File: src/rtl/bmpd_pkg.sv
// ----------------------------------------------------------------------------
// BMP decoder package
// Result record and status codes shared by the parser, the output buffer and
// the top level.
// ----------------------------------------------------------------------------
package bmpd_pkg;

	// Status codes carried with every result.
	localparam logic [2:0] ST_PIXEL      = 3'd0;
	localparam logic [2:0] ST_SHORT      = 3'd1;
	localparam logic [2:0] ST_SIGNATURE  = 3'd2;
	localparam logic [2:0] ST_HDR_SIZE   = 3'd3;
	localparam logic [2:0] ST_COMPRESSED = 3'd4;
	localparam logic [2:0] ST_DEPTH      = 3'd5;
	localparam logic [2:0] ST_DIMENSION  = 3'd6;
	localparam logic [2:0] ST_TRUNCATED  = 3'd7;

	typedef struct packed {
		logic [2:0]  status;
		logic [7:0]  red;
		logic [7:0]  green;
		logic [7:0]  blue;
		logic [11:0] column;
		logic [11:0] image_row;
		logic        last_pixel;
	} result_t;

endpackage

File: src/rtl/bmpd_parser.sv
// ----------------------------------------------------------------------------
// BMP byte parser
// Gathers the header fields, checks them after the last header byte, skips to
// the pixel data and builds one pixel result for every colour triple, or one error result.
// ----------------------------------------------------------------------------
module bmpd_parser
	import bmpd_pkg::*;
#(
	parameter int MAX_WIDTH  = 4096,
	parameter int MAX_HEIGHT = 4096
) (
	input  logic        clk,
	input  logic        arst_n,
	input  logic        accept,
	input  logic [7:0]  file_byte,
	input  logic        first_of_file,
	input  logic [31:0] file_size,
	output logic        res_valid,
	output result_t     res
);

	localparam int W_BITS = $clog2(MAX_WIDTH + 1);
	localparam int H_BITS = $clog2(MAX_HEIGHT + 1);
	localparam int S_BITS = W_BITS + 2;
	localparam int P_BITS = S_BITS + H_BITS;
	localparam int N_BITS = (P_BITS > 32) ? P_BITS + 1 : 33;

	// Header byte positions at which a field is complete or a step is taken.
	localparam logic [31:0] POS_SIG_B     = 32'd0;
	localparam logic [31:0] POS_SIG_M     = 32'd1;
	localparam logic [31:0] POS_OFFSET    = 32'd13;
	localparam logic [31:0] POS_HDR_SIZE  = 32'd17;
	localparam logic [31:0] POS_WIDTH     = 32'd21;
	localparam logic [31:0] POS_HEIGHT    = 32'd25;
	localparam logic [31:0] POS_DEPTH     = 32'd29;
	localparam logic [31:0] POS_ROW_BYTES = 32'd30;
	localparam logic [31:0] POS_STRIDE    = 32'd31;
	localparam logic [31:0] POS_AREA      = 32'd32;
	localparam logic [31:0] POS_LAST      = 32'd33;

	localparam logic [7:0]  CHAR_B        = 8'h42;
	localparam logic [7:0]  CHAR_M        = 8'h4D;
	localparam logic [31:0] MIN_FILE_SIZE = 32'd54;
	localparam logic [31:0] INFO_HDR_SIZE = 32'd40;
	localparam logic [15:0] DEPTH_24      = 16'd24;
	localparam logic [15:0] DEPTH_32      = 16'd32;

	typedef enum logic [3:0] {
		PH_HEADER = 4'b0001,
		PH_SKIP   = 4'b0010,
		PH_PIXEL  = 4'b0100,
		PH_DONE   = 4'b1000
	} phase_t;

	phase_t              phase_q, phase_d, cur_phase;
	logic [31:0]         pos_q, pos_d, cur_pos;
	logic [31:0]         offset_q, offset_d;
	logic [31:0]         hword_q, hword_d;
	logic [W_BITS-1:0]   width_q, width_d;
	logic [H_BITS-1:0]   height_q, height_d;
	logic                top_down_q, top_down_d;
	logic                bpp4_q, bpp4_d;
	logic                f_sig_q, f_sig_d, f_hsize_q, f_hsize_d;
	logic                f_depth_q, f_depth_d, f_dim_q, f_dim_d;
	logic [S_BITS-1:0]   row_bytes_q, row_bytes_d;
	logic [S_BITS-1:0]   stride_q, stride_d;
	logic [P_BITS-1:0]   area_q, area_d;
	logic [S_BITS-1:0]   rbc_q, rbc_d, rbc_inc;
	logic [H_BITS-1:0]   rows_q, rows_d;
	logic [W_BITS-1:0]   col_q, col_d;
	logic [1:0]          bip_q, bip_d;
	logic [7:0]          blue_q, blue_d, green_q, green_d;

	logic [31:0]         word;
	logic [31:0]         height_mag;
	logic [N_BITS-1:0]   need;
	logic                f_short, f_comp, f_trunc, pix_go, bip_wrap, last;
	logic [H_BITS-1:0]   row_out;
	logic                res_valid_c;
	result_t             res_c;

	always_comb begin
		cur_phase  = first_of_file ? PH_HEADER : phase_q;
		cur_pos    = first_of_file ? '0 : pos_q;
		word       = {file_byte, hword_q[31:8]};
		height_mag = word[31] ? (~word + 32'd1) : word;
		need       = N_BITS'(offset_q) + N_BITS'(area_q);
		rbc_inc    = rbc_q + S_BITS'(1);
		bip_wrap   = bpp4_q ? (bip_q == 2'd3) : (bip_q == 2'd2);
		last       = ((rows_q + H_BITS'(1)) == height_q) && ((col_q + W_BITS'(1)) == width_q);
		row_out    = top_down_q ? rows_q : (height_q - H_BITS'(1) - rows_q);

		phase_d     = cur_phase;
		pos_d       = cur_pos;
		offset_d    = offset_q;
		hword_d     = hword_q;
		width_d     = width_q;
		height_d    = height_q;
		top_down_d  = first_of_file ? 1'b0 : top_down_q;
		bpp4_d      = bpp4_q;
		f_sig_d     = first_of_file ? 1'b0 : f_sig_q;
		f_hsize_d   = first_of_file ? 1'b0 : f_hsize_q;
		f_depth_d   = first_of_file ? 1'b0 : f_depth_q;
		f_dim_d     = first_of_file ? 1'b0 : f_dim_q;
		row_bytes_d = row_bytes_q;
		stride_d    = stride_q;
		area_d      = area_q;
		rbc_d       = rbc_q;
		rows_d      = rows_q;
		col_d       = col_q;
		bip_d       = bip_q;
		blue_d      = blue_q;
		green_d     = green_q;
		f_short     = 1'b0;
		f_comp      = 1'b0;
		f_trunc     = 1'b0;
		pix_go      = 1'b0;
		res_valid_c = 1'b0;
		res_c       = '0;

		case (cur_phase)
			PH_HEADER: begin
				hword_d = word;
				pos_d   = cur_pos + 32'd1;
				if (cur_pos == POS_SIG_B && file_byte != CHAR_B)
					f_sig_d = 1'b1;
				if (cur_pos == POS_SIG_M && file_byte != CHAR_M)
					f_sig_d = 1'b1;
				if (cur_pos == POS_OFFSET) begin
					offset_d = word;
					if (word < MIN_FILE_SIZE)
						f_dim_d = 1'b1;
				end
				if (cur_pos == POS_HDR_SIZE && word != INFO_HDR_SIZE)
					f_hsize_d = 1'b1;
				if (cur_pos == POS_WIDTH) begin
					if (word[31] || word == '0 || word > 32'(MAX_WIDTH))
						f_dim_d = 1'b1;
					else
						width_d = word[W_BITS-1:0];
				end
				if (cur_pos == POS_HEIGHT) begin
					top_down_d = word[31];
					if (height_mag == '0 || height_mag > 32'(MAX_HEIGHT))
						f_dim_d = 1'b1;
					else
						height_d = height_mag[H_BITS-1:0];
				end
				if (cur_pos == POS_DEPTH) begin
					if (word[31:16] == DEPTH_24)
						bpp4_d = 1'b0;
					else if (word[31:16] == DEPTH_32)
						bpp4_d = 1'b1;
					else
						f_depth_d = 1'b1;
				end
				// The size of the pixel area is built up over the last few
				// header bytes, one short step per byte.
				if (cur_pos == POS_ROW_BYTES)
					row_bytes_d = bpp4_q ? {width_q, 2'b00}
					                     : (S_BITS'(width_q) + {1'b0, width_q, 1'b0});
				if (cur_pos == POS_STRIDE)
					stride_d = (row_bytes_q + S_BITS'(3)) & ~S_BITS'(3);
				if (cur_pos == POS_AREA)
					area_d = P_BITS'(stride_q) * P_BITS'(height_q);
				if (cur_pos == POS_LAST) begin
					f_comp  = (word != '0);
					f_short = (file_size < MIN_FILE_SIZE);
					f_trunc = !(f_comp || f_short || f_sig_d || f_hsize_d || f_depth_d
					            || f_dim_d) && (need > N_BITS'(file_size));
					if (f_short || f_sig_d || f_hsize_d || f_comp || f_depth_d || f_dim_d
					    || f_trunc) begin
						phase_d     = PH_DONE;
						res_valid_c = 1'b1;
						if (f_short)
							res_c.status = ST_SHORT;
						else if (f_sig_d)
							res_c.status = ST_SIGNATURE;
						else if (f_hsize_d)
							res_c.status = ST_HDR_SIZE;
						else if (f_comp)
							res_c.status = ST_COMPRESSED;
						else if (f_depth_d)
							res_c.status = ST_DEPTH;
						else if (f_dim_d)
							res_c.status = ST_DIMENSION;
						else
							res_c.status = ST_TRUNCATED;
					end else begin
						phase_d = PH_SKIP;
						rbc_d   = '0;
						rows_d  = '0;
						col_d   = '0;
						bip_d   = '0;
					end
				end
			end
			PH_SKIP: begin
				if (cur_pos != offset_q) begin
					pos_d = cur_pos + 32'd1;
				end else begin
					phase_d = PH_PIXEL;
					pix_go  = 1'b1;
				end
			end
			PH_PIXEL: begin
				pix_go = 1'b1;
			end
			default: begin
			end
		endcase

		if (pix_go) begin
			// Bytes past the colour data of a row are padding and are dropped.
			if (rbc_q < row_bytes_q) begin
				case (bip_q)
					2'd0: blue_d = file_byte;
					2'd1: green_d = file_byte;
					2'd2: begin
						res_valid_c       = 1'b1;
						res_c.status      = ST_PIXEL;
						res_c.red         = file_byte;
						res_c.green       = green_q;
						res_c.blue        = blue_q;
						res_c.column      = 12'(col_q);
						res_c.image_row   = 12'(row_out);
						res_c.last_pixel  = last;
						if (last)
							phase_d = PH_DONE;
					end
					default: begin
					end
				endcase
				bip_d = bip_wrap ? 2'd0 : (bip_q + 2'd1);
				if (bip_wrap)
					col_d = col_q + W_BITS'(1);
			end
			if (rbc_inc >= stride_q) begin
				rbc_d  = '0;
				rows_d = rows_q + H_BITS'(1);
				col_d  = '0;
			end else begin
				rbc_d = rbc_inc;
			end
		end
	end

	always_ff @(posedge clk or negedge arst_n) begin
		if (!arst_n) begin
			phase_q     <= PH_HEADER;
			pos_q       <= '0;
			offset_q    <= '0;
			hword_q     <= '0;
			width_q     <= '0;
			height_q    <= '0;
			top_down_q  <= 1'b0;
			bpp4_q      <= 1'b0;
			f_sig_q     <= 1'b0;
			f_hsize_q   <= 1'b0;
			f_depth_q   <= 1'b0;
			f_dim_q     <= 1'b0;
			row_bytes_q <= '0;
			stride_q    <= '0;
			area_q      <= '0;
			rbc_q       <= '0;
			rows_q      <= '0;
			col_q       <= '0;
			bip_q       <= '0;
			blue_q      <= '0;
			green_q     <= '0;
		end else if (accept) begin
			phase_q     <= phase_d;
			pos_q       <= pos_d;
			offset_q    <= offset_d;
			hword_q     <= hword_d;
			width_q     <= width_d;
			height_q    <= height_d;
			top_down_q  <= top_down_d;
			bpp4_q      <= bpp4_d;
			f_sig_q     <= f_sig_d;
			f_hsize_q   <= f_hsize_d;
			f_depth_q   <= f_depth_d;
			f_dim_q     <= f_dim_d;
			row_bytes_q <= row_bytes_d;
			stride_q    <= stride_d;
			area_q      <= area_d;
			rbc_q       <= rbc_d;
			rows_q      <= rows_d;
			col_q       <= col_d;
			bip_q       <= bip_d;
			blue_q      <= blue_d;
			green_q     <= green_d;
		end
	end

	assign res_valid = accept && res_valid_c;
	assign res       = res_c;

endmodule

File: src/rtl/bmpd_out_buf.sv
// ----------------------------------------------------------------------------
// BMP decoder output buffer
// Result register with a skid entry, so that a result can be taken in while
// the one before it is still held by a stalled receiver.
// ----------------------------------------------------------------------------
module bmpd_out_buf
	import bmpd_pkg::*;
(
	input  logic    clk,
	input  logic    arst_n,
	input  logic    load_valid,
	input  result_t load,
	output logic    full,
	output logic    out_valid,
	input  logic    out_stall,
	output result_t out_data
);

	logic    out_v_q, skid_v_q;
	result_t out_q, skid_q;
	logic    slot_free, load_out, load_skid;

	always_comb begin
		slot_free = !out_v_q || !out_stall;
		load_out  = slot_free && (skid_v_q || load_valid);
		load_skid = !skid_v_q && load_valid && !slot_free;
	end

	always_ff @(posedge clk or negedge arst_n) begin
		if (!arst_n) begin
			out_v_q  <= 1'b0;
			skid_v_q <= 1'b0;
		end else begin
			if (slot_free)
				out_v_q <= skid_v_q || load_valid;
			if (skid_v_q && slot_free)
				skid_v_q <= 1'b0;
			else if (load_skid)
				skid_v_q <= 1'b1;
		end
	end

	// The skid entry, when full, is always older than anything arriving.
	always_ff @(posedge clk) begin
		if (load_out)
			out_q <= skid_v_q ? skid_q : load;
		if (load_skid)
			skid_q <= load;
	end

	assign full      = skid_v_q;
	assign out_valid = out_v_q;
	assign out_data  = out_q;

endmodule

File: src/rtl/bmp_pixel_stream_decoder.sv
// ----------------------------------------------------------------------------
// BMP pixel stream decoder
// Decodes an uncompressed 24 or 32 bit BMP file, fed one byte per transfer,
// into pixels with their coordinates, or into a single header error result.
//
//   channel   direction  handshake            payload
//   config    in         file_size_we         file_size_data
//   bytes     in         in_valid / in_stall  file_byte, first_of_file
//   results   out        out_valid / out_stall status, red, green, blue,
//                                             column, image_row, last_pixel
//
// One byte is taken in every cycle while in_stall is low; each byte updates
// the parser registers and its result, if any, is registered in the buffer.
// Reset puts the parser at byte zero of a file and clears the size register.
// A stalled result is held in the output register and the next result goes to
// a skid entry; bytes are stalled only while that entry is full.
// ----------------------------------------------------------------------------
module bmp_pixel_stream_decoder
	import bmpd_pkg::*;
#(
	parameter int MAX_WIDTH  = 4096,
	parameter int MAX_HEIGHT = 4096
) (
	input  logic        clk,
	input  logic        arst_n,
	input  logic        file_size_we,
	input  logic [31:0] file_size_data,
	input  logic        in_valid,
	output logic        in_stall,
	input  logic [7:0]  file_byte,
	input  logic        first_of_file,
	output logic        out_valid,
	input  logic        out_stall,
	output logic [2:0]  status,
	output logic [7:0]  red,
	output logic [7:0]  green,
	output logic [7:0]  blue,
	output logic [11:0] column,
	output logic [11:0] image_row,
	output logic        last_pixel
);

	logic [31:0] file_size_q;
	logic        accept, res_valid, buf_full;
	result_t     res, out_data;

	always_ff @(posedge clk or negedge arst_n) begin
		if (!arst_n)
			file_size_q <= '0;
		else if (file_size_we)
			file_size_q <= file_size_data;
	end

	assign in_stall = buf_full;
	assign accept   = in_valid && !buf_full;

	bmpd_parser #(
		.MAX_WIDTH  (MAX_WIDTH),
		.MAX_HEIGHT (MAX_HEIGHT)
	) u_parser (
		.clk           (clk),
		.arst_n        (arst_n),
		.accept        (accept),
		.file_byte     (file_byte),
		.first_of_file (first_of_file),
		.file_size     (file_size_q),
		.res_valid     (res_valid),
		.res           (res)
	);

	bmpd_out_buf u_out_buf (
		.clk        (clk),
		.arst_n     (arst_n),
		.load_valid (res_valid),
		.load       (res),
		.full       (buf_full),
		.out_valid  (out_valid),
		.out_stall  (out_stall),
		.out_data   (out_data)
	);

	assign status     = out_data.status;
	assign red        = out_data.red;
	assign green      = out_data.green;
	assign blue       = out_data.blue;
	assign column     = out_data.column;
	assign image_row  = out_data.image_row;
	assign last_pixel = out_data.last_pixel;

endmodule
File: config.mk
export PLATFORM = sky130hd
export DESIGN_NAME = bmp_pixel_stream_decoder
export DESIGN_NICKNAME = d
export VERILOG_FILES = /design/src/rtl/bmpd_pkg.sv /design/src/rtl/bmpd_parser.sv /design/src/rtl/bmpd_out_buf.sv /design/src/rtl/bmp_pixel_stream_decoder.sv
export SDC_FILE = /design/constraint.sdc
export NUM_CORES = 1
export LEC_CHECK = 0
export BUFFER_PORTS_ARGS = -buffer_cell sky130_fd_sc_hd__buf_2
export CAP_MARGIN = 20
export CORE_MARGIN = 10
export CORE_UTILIZATION = 45
export CTS_CLUSTER_SIZE = 8
export DETAILED_ROUTE_END_ITERATION = 8
export PLACE_DENSITY_LB_ADDON = 0.2
export SLEW_MARGIN = 25
export SYNTH_ARGS = -nofsm -noshare
export SYNTH_HDL_FRONTEND = slang
export SYNTH_SLANG_ARGS = --single-unit
File: constraint.sdc
create_clock -name clk -period 10.1 [get_ports clk]
set_clock_uncertainty 0.15 [all_clocks]
set_input_delay 1.515 -clock clk [delete_from_list [all_inputs] [get_ports clk]]
set_output_delay 1.515 -clock clk [all_outputs]
set_load 0.005 [all_outputs]
# Word level (Yosys, flattened, before mapping)
# Index checks and enable logic that the tools add are counted.
dict set report totals {
  out_inout_bits 54
  inputBits 46
  reg_bits 385
}
dict set report classes {
  n_reduce_logical 52
  order_cmp 7
  n_eq_ne 25
  n_mux 91
  n_bitwise 3
  multipliers 1
  addsub 11
}
# op count
set op_table {}
lappend op_table {{$mux W52} 4}
lappend op_table {{$eq A32 B5 Y1 const B} 6}
lappend op_table {{$mux W13} 12}
lappend op_table {{$logic_not A32 Y1} 3}
lappend op_table {{$mux W32} 3}
lappend op_table {{$mux W15} 6}
lappend op_table {{$add A32 B1 Y32 const B} 2}
lappend op_table {{$eq A32 B6 Y1 const B} 2}
lappend op_table {{$gt A32 B13 Y1 const B} 2}
lappend op_table {{$lt A32 B6 Y1 const B} 2}
lappend op_table {{$pmux W32 S2} 1}
lappend op_table {{$mux W1} 40}
lappend op_table {{$add A32 B28 Y33} 1}
lappend op_table {{$gt A33 B32 Y1} 1}
lappend op_table {{$eq A32 B1 Y1 const B} 1}
lappend op_table {{$eq A32 B4 Y1 const B} 1}
lappend op_table {{$mux W4} 8}
lappend op_table {{$ne A32 B32 Y1} 1}
lappend op_table {{$ne A32 B6 Y1 const B} 1}
lappend op_table {{$not A32 Y32} 1}
lappend op_table {{$reduce_bool A32 Y1} 1}
lappend op_table {{$add A13 B1 Y13 const B} 2}
lappend op_table {{$eq A13 B13 Y1} 2}
lappend op_table {{$mul A13 B13 Y26} 1}
lappend op_table {{other kinds (31)} 86}

# Longest topological paths before layout
dict set report depth {
  word_depth 24
  ltp_mapped 25
}

# Hierarchy
# A second synthesis with hierarchy kept.
dict set report hier_totals {
  cells_unflattened 2958
  hier_area_um2 28382.2
}
# module cells_each instances area_each_um2
set modules_own_cells {}
lappend modules_own_cells {bmpd_parser 2721 1 23038.3}
lappend modules_own_cells {bmpd_out_buf 168 1 3992.6}
lappend modules_own_cells {bmp_pixel_stream_decoder 69 1 1351.3}

# Least setup slack after synthesis
# No wires, ideal clock.
dict set report synth_path {
  path_kind {register to register}
  start {reg u_parser.offset_q[2]}
  end {reg u_out_buf.skid_q[0] (netlist name), enable pin}
  n_path_buf 0
  period_less_slack_ns 8.436
  path_slack_ns 1.664
  t_required_ns 9.413
  path_stages_with_launch 24
  arrival_time_ns 7.749
  path_cell_list {dfrtp_1 -> ha_1 -> inv_1 -> fa_1 -> nand2b_1 -> a21o_1 -> a211oi_1 -> o41ai_1 -> a211oi_1 -> o21ba_2 -> o31ai_1 -> nand2b_1 -> a21oi_1 -> xnor2_1 -> ha_1 -> nand4_1 -> nor3_1 -> nand4_1 -> o221ai_1 -> o211ai_1 -> nand4b_2 -> o31ai_1 -> nand2b_1 -> nor3b_1}
}
dict set report synth_between {
  elab_chain_len 13
  elab_cells_between_ends 16
  cone_classes {add/sub: 1; order compare: 1; eq/ne: 1; mux: 8; reduce/logical: 5}
}
# element line_no
set synth_rtl {}
lappend synth_rtl {{start: declaration} bmpd_parser.sv:57} ;# logic [31:0] offset_q, offset_d;
lappend synth_rtl {{start signal: assignment} bmpd_parser.sv:274} ;# offset_q <= offset_d;
lappend synth_rtl {{$add A32 B28 Y33} bmpd_parser.sv:87} ;# need = N_BITS'(offset_q) + N_BITS'(area_q);
lappend synth_rtl {{$gt A33 B32 Y1} bmpd_parser.sv:170} ;# || f_dim_d) && (need > N_BITS'(file_size));
lappend synth_rtl {{$logic_and A1 B1 Y1} bmpd_parser.sv:170}
lappend synth_rtl {{$logic_or A1 B1 Y1} bmpd_parser.sv:172} ;# || f_trunc) begin
lappend synth_rtl {{$mux W1} bmpd_parser.sv:171} ;# if (f_short || f_sig_d || f_hsize_d || f_comp || f_depth_d || f_dim_d
lappend synth_rtl {{$mux W1} bmpd_parser.sv:166} ;# if (cur_pos == POS_LAST) begin
lappend synth_rtl {{$mux W1} bmpd_parser.sv:121} ;# case (cur_phase)
lappend synth_rtl {{$mux W1} bmpd_parser.sv:216} ;# case (bip_q)
lappend synth_rtl {{$mux W1} bmpd_parser.sv:215} ;# if (rbc_q < row_bytes_q) begin
lappend synth_rtl {{$mux W1 (*)} bmpd_parser.sv:213} ;# if (pix_go) begin
lappend synth_rtl {{$logic_and A1 B1 Y1 (*)} bmpd_parser.sv:296} ;# assign res_valid = accept && res_valid_c;
lappend synth_rtl {{$logic_and A1 B1 Y1 (*) (2 in a row)} bmpd_out_buf.sv:26} ;# load_skid = !skid_v_q && load_valid && !slot_free;
lappend synth_rtl {{named net u_out_buf.load_skid} bmpd_out_buf.sv:21} ;# logic slot_free, load_out, load_skid;
lappend synth_rtl {{end signal: assignment} bmpd_out_buf.sv:48} ;# skid_q <= load;
lappend synth_rtl {{end: declaration} bmpd_out_buf.sv:20} ;# result_t out_q, skid_q;
# The timed path passes the listed nets; every way through them passes the cells marked *.
# A chain may end at the register's enable or synchronous reset.

# Final worst setup path
dict set report layout_path {
  start {reg u_parser.offset_q[7]}
  end {reg u_out_buf.out_q, in the netlist u_out_buf.out_data[7], enable pin}
}
dict set report layout_between {
  elab_chain_len 13
  elab_cells_between_ends 16
  cone_classes {add/sub: 1; order compare: 1; eq/ne: 1; mux: 8; reduce/logical: 5}
}
# element line_no
set layout_rtl {}
lappend layout_rtl {{$add A32 B28 Y33} bmpd_parser.sv:87}
lappend layout_rtl {{$gt A33 B32 Y1} bmpd_parser.sv:170}
lappend layout_rtl {{$logic_and A1 B1 Y1} bmpd_parser.sv:170}
lappend layout_rtl {{$logic_or A1 B1 Y1} bmpd_parser.sv:172}
lappend layout_rtl {{$mux W1} bmpd_parser.sv:171}
lappend layout_rtl {{$mux W1} bmpd_parser.sv:166}
lappend layout_rtl {{$mux W1} bmpd_parser.sv:121}
lappend layout_rtl {{$mux W1} bmpd_parser.sv:216}
lappend layout_rtl {{$mux W1} bmpd_parser.sv:215}
lappend layout_rtl {{$mux W1 (*)} bmpd_parser.sv:213}
lappend layout_rtl {{$logic_and A1 B1 Y1 (*)} bmpd_parser.sv:296}
lappend layout_rtl {{$logic_or A1 B1 Y1 (*)} bmpd_out_buf.sv:25} ;# load_out = slot_free && (skid_v_q || load_valid);
lappend layout_rtl {{$logic_and A1 B1 Y1 (*)} bmpd_out_buf.sv:25}
lappend layout_rtl {{named net u_out_buf.load_out} bmpd_out_buf.sv:21}
lappend layout_rtl {{end signal: assignment} bmpd_out_buf.sv:46} ;# out_q <= skid_v_q ? skid_q : load;
lappend layout_rtl {{end: declaration} bmpd_out_buf.sv:20}
# Marks and branches as above.

==> run summary <==
TritonRoute pass-1 iters: 7
Netlist cell types: 96
RSZ-0062 raised after global routing: no
Fmax: 0.145 GHz
Average wire per standard cell: 20.5 um
Share of post-route cells with drive strength above 1: 10.9%
Largest net degree at the start of global routing: 78
Chip Height: 271 um
Synth area leader: dfrtp_1
Critical Path AT: 7010 ps
FF+latch area: 0.00991 sq mm
Crit path capture type: flop
Hold WS: 331 ps
Setup_tns: 0 ps
Hold Path Cell Cnt: 2
# nets final: 3455
Total number of vias: 22800
Leak pwr: 14.1 nW
Worst-path maximum fanout: 52
Die width: 271 um
Asr flop ratio synth: 72.3%
Final Wtd Congestion: 0.937
Top post-synthesis cells by area: dfrtp_1 (24%), edfxtp_1 (11%), fa_1 (8.7%)
Initial drt markers: 1836
Share of the synthesized area in the top cell type: 23.7%
Mapped Cells: 3074
Area of the mapped netlist: 0.0285 sq mm
Final count of hold timing violations: 0
CTS resizes: 0
Worst r2r src: u_parser.offset_q[7]$_DFFE_PN0P_
Area of the core: 0.0629 sq mm
Diode count: 0
Syn Area/Cell: 9.26 sq um
Syn Nets: 3437
Setup violators final: 0
Skew-Pair Late Insertion Delay: 620 ps
CTS tree: built
Cts bufs inserted: 54
Tightest Pin Transition: 1130 ps
Sequential area share after synthesis: 34.8%
Max clock buf depth: 3
Fillers: 5951
Worst Path Required: 10230 ps
Worst hold start: u_parser.row_bytes_q[11]$_DFFE_PN0P_
Worst hold path type: reg2reg
Initial antenna violation count: 0
First-pass GRT wire length: 131000 um
Most common cell in the netlist: nand2_1
Row count: 92
Multi-input logic area: 0.0170 sq mm
Hold endpoint: u_parser.row_bytes_q[11]$_DFFE_PN0P_
Die area: 0.0737 sq mm
Num ports: 100
# Post-CTS Setup Buffers: 0
Element type at the critical path start: flop
Synth Register Bits: 375
Clock transition at the registers of the reported paths: 50 ps
Via density: 5.74
Power density cells: 123 mW/mm^2
Max-slew headroom: 24.1%
Post-DP HPWL: 60800 um
CTS Root Cell: clkbuf_16
Overall routing resource usage: 22.1%
Area Growth Syn to Fin: 9.61%
Post-layout min period: 6870 ps
Final Max Slew Viols: 0
Post-route clock period utilization: 68.1%
Setup CP Type: reg2reg
CTS H-tree depth: 2
Synth top cells by count: nand2_1 (407), dfrtp_1 (270), inv_1 (254)
Post-Route WL: 81600 um
Port buffer count: 99
Post-synth EDFFs: 104
Clock Sinks: 375
R2r setup slk: 3230 ps
Vias in the first global route: 22900
R2R depth: 21
Grt ovf: 0
Initial Util: 45.3%
Max-cap violations: 0
Synth Warn #: 0
Max IR drop VDD: 122 uV
Outcome: finished, final reports clean
DRC Markers: 0
Ys flop type: dfrtp_1
Capturing point of the worst reg2reg path: u_out_buf.out_data[7]$_DFFE_PP_
Routed Antenna Nets: 0
Hold buffers post-CTS: 0
==> state kept, by name, summed over array words and instances (netlist names), 2 cells and up <==
name,cells
file_size_q,32
u_out_buf.out_data,52
u_out_buf.skid_q,52
u_parser.area_q,26
u_parser.bip_q,2
u_parser.blue_q,8
u_parser.col_q,13
u_parser.green_q,8
u_parser.height_q,13
u_parser.hword_q,24
u_parser.offset_q,32
u_parser.phase_q,4
u_parser.pos_q,32
u_parser.rbc_q,15
u_parser.row_bytes_q,15
u_parser.rows_q,13
u_parser.stride_q,13
u_parser.width_q,13
==> cell usage in the layout, fill, tap and decap left out, types with 17 or more instances in the layout <==
master,instances
a211oi_1,17
a21o_1,38
a21oi_1,118
a31oi_1,35
and2_1,101
and3_1,24
buf_2,98
buf_4,25
clkbuf_1,29
clkbuf_16,54
dfrtp_1,270
edfxtp_1,104
fa_1,124
ha_1,193
inv_1,254
mux2_2,113
mux2i_1,30
nand2_1,406
nand3_1,80
nand4_1,28
nor2_1,198
nor3_1,78
nor4_1,39
o21ai_0,162
o31ai_1,29
or3_1,22
or4_1,17
xnor2_1,110
xor2_1,52
==> layout make-up <==
| class | instances | area share, % |
|---|---|---|
| Tap cell | 846 | 3.39 |
| Clock inverter | 6 | 0.341 |
| Sequential cell | 375 | 31.8 |
| Multi-Input combinational cell | 2278 | 54.4 |
| Clock buffer | 84 | 4.73 |
| Inverter | 257 | 3.09 |
| Timing Repair Buffer | 126 | 2.29 |
==> through the flow <==
step / utilization, % / cell area (sq um) / total power, mW / std cells / worst slack, ps
2_1_floorplan: - / 28500 / 1.99 / 3074 / 1660
3_3_place_gp: 47.1 / 29600 / 2.14 / 3882 / 3500
3_5_place_dp: 47.1 / 29600 / 2.15 / 3882 / 3330
4_1_cts: 49.6 / 31200 / 3.89 / 3972 / 3330
5_1_grt: 49.6 / 31200 / 4.01 / 3972 / 2820
6_report: 49.6 / 31200 / 3.85 / 3972 / 3230
==> worst max-delay path, cell delays in order (launching register included) <==
cell and delay (ps):
dfrtp_1 420, ha_1 360, a21o_1 200, nor3_1 200, a211oi_1 160, o41ai_1 570
a21oi_1 210, a221oi_1 530, o21bai_1 210, nand3_1 140, xnor2_1 130, ha_1 270
a211o_1 280, a2111oi_0 410, o221ai_1 200, o211ai_1 510, nand4b_2 240, o31ai_1 480
nand2b_1 130, a21oi_1 360, a21oi_4 40, buf_4 330
==> worst max path at each step <==
stage / to / start / slack [ps] / cells past startpoint
2_1_floorplan: u_out_buf.skid_q[0]$_DFFE_PP_ / u_parser.offset_q[2]$_DFFE_PN0P_ / 1660 / 23
3_3_place_gp: u_out_buf.out_data[2]$_DFFE_PP_ / first_of_file / 3500 / 13
3_5_place_dp: u_out_buf.out_data[2]$_DFFE_PP_ / u_parser.offset_q[7]$_DFFE_PN0P_ / 3330 / 21
4_1_cts: u_out_buf.out_data[17]$_DFFE_PP_ / u_parser.offset_q[7]$_DFFE_PN0P_ / 3330 / 21
5_1_grt: u_out_buf.out_data[22]$_DFFE_PP_ / u_parser.offset_q[7]$_DFFE_PN0P_ / 2820 / 21
6_report: u_out_buf.out_data[7]$_DFFE_PP_ / u_parser.offset_q[7]$_DFFE_PN0P_ / 3230 / 21
==> power by group <==
part           internal [mW]  switching [mW]
clock                   1.02           0.696
sequential              1.60          0.0977
combinational          0.157           0.277
total                   2.78            1.07
==> cells by family (layout without fill, tap and decap cells) <==
family                     after synthesis  count (layout)  share of synthesized area (%)
and+or+nand+nor                       1104            1104                           19.2
AOI/OAI and AO/OA                      552             552                           12.6
buffers and inverters                  421             473                           5.69
DFF                                    375             375                           34.8
adders and majority gates              317             317                           17.2
xor gates and xnor gates               162             162                           4.99
muxes                                  143             143                           5.53
==> metal layers <==
layer / vias to the layer above / wire length [um] / track usage [%]
li1: 10700 / - / -
met1: 11300 / 36800 / 30.6
met2: 668 / 38200 / 35.7
met3: 127 / 4420 / 2.79
met4: 0 / 2170 / 6.27
met5: - / 0 / 0
Power figures use the tool's default switching activity.
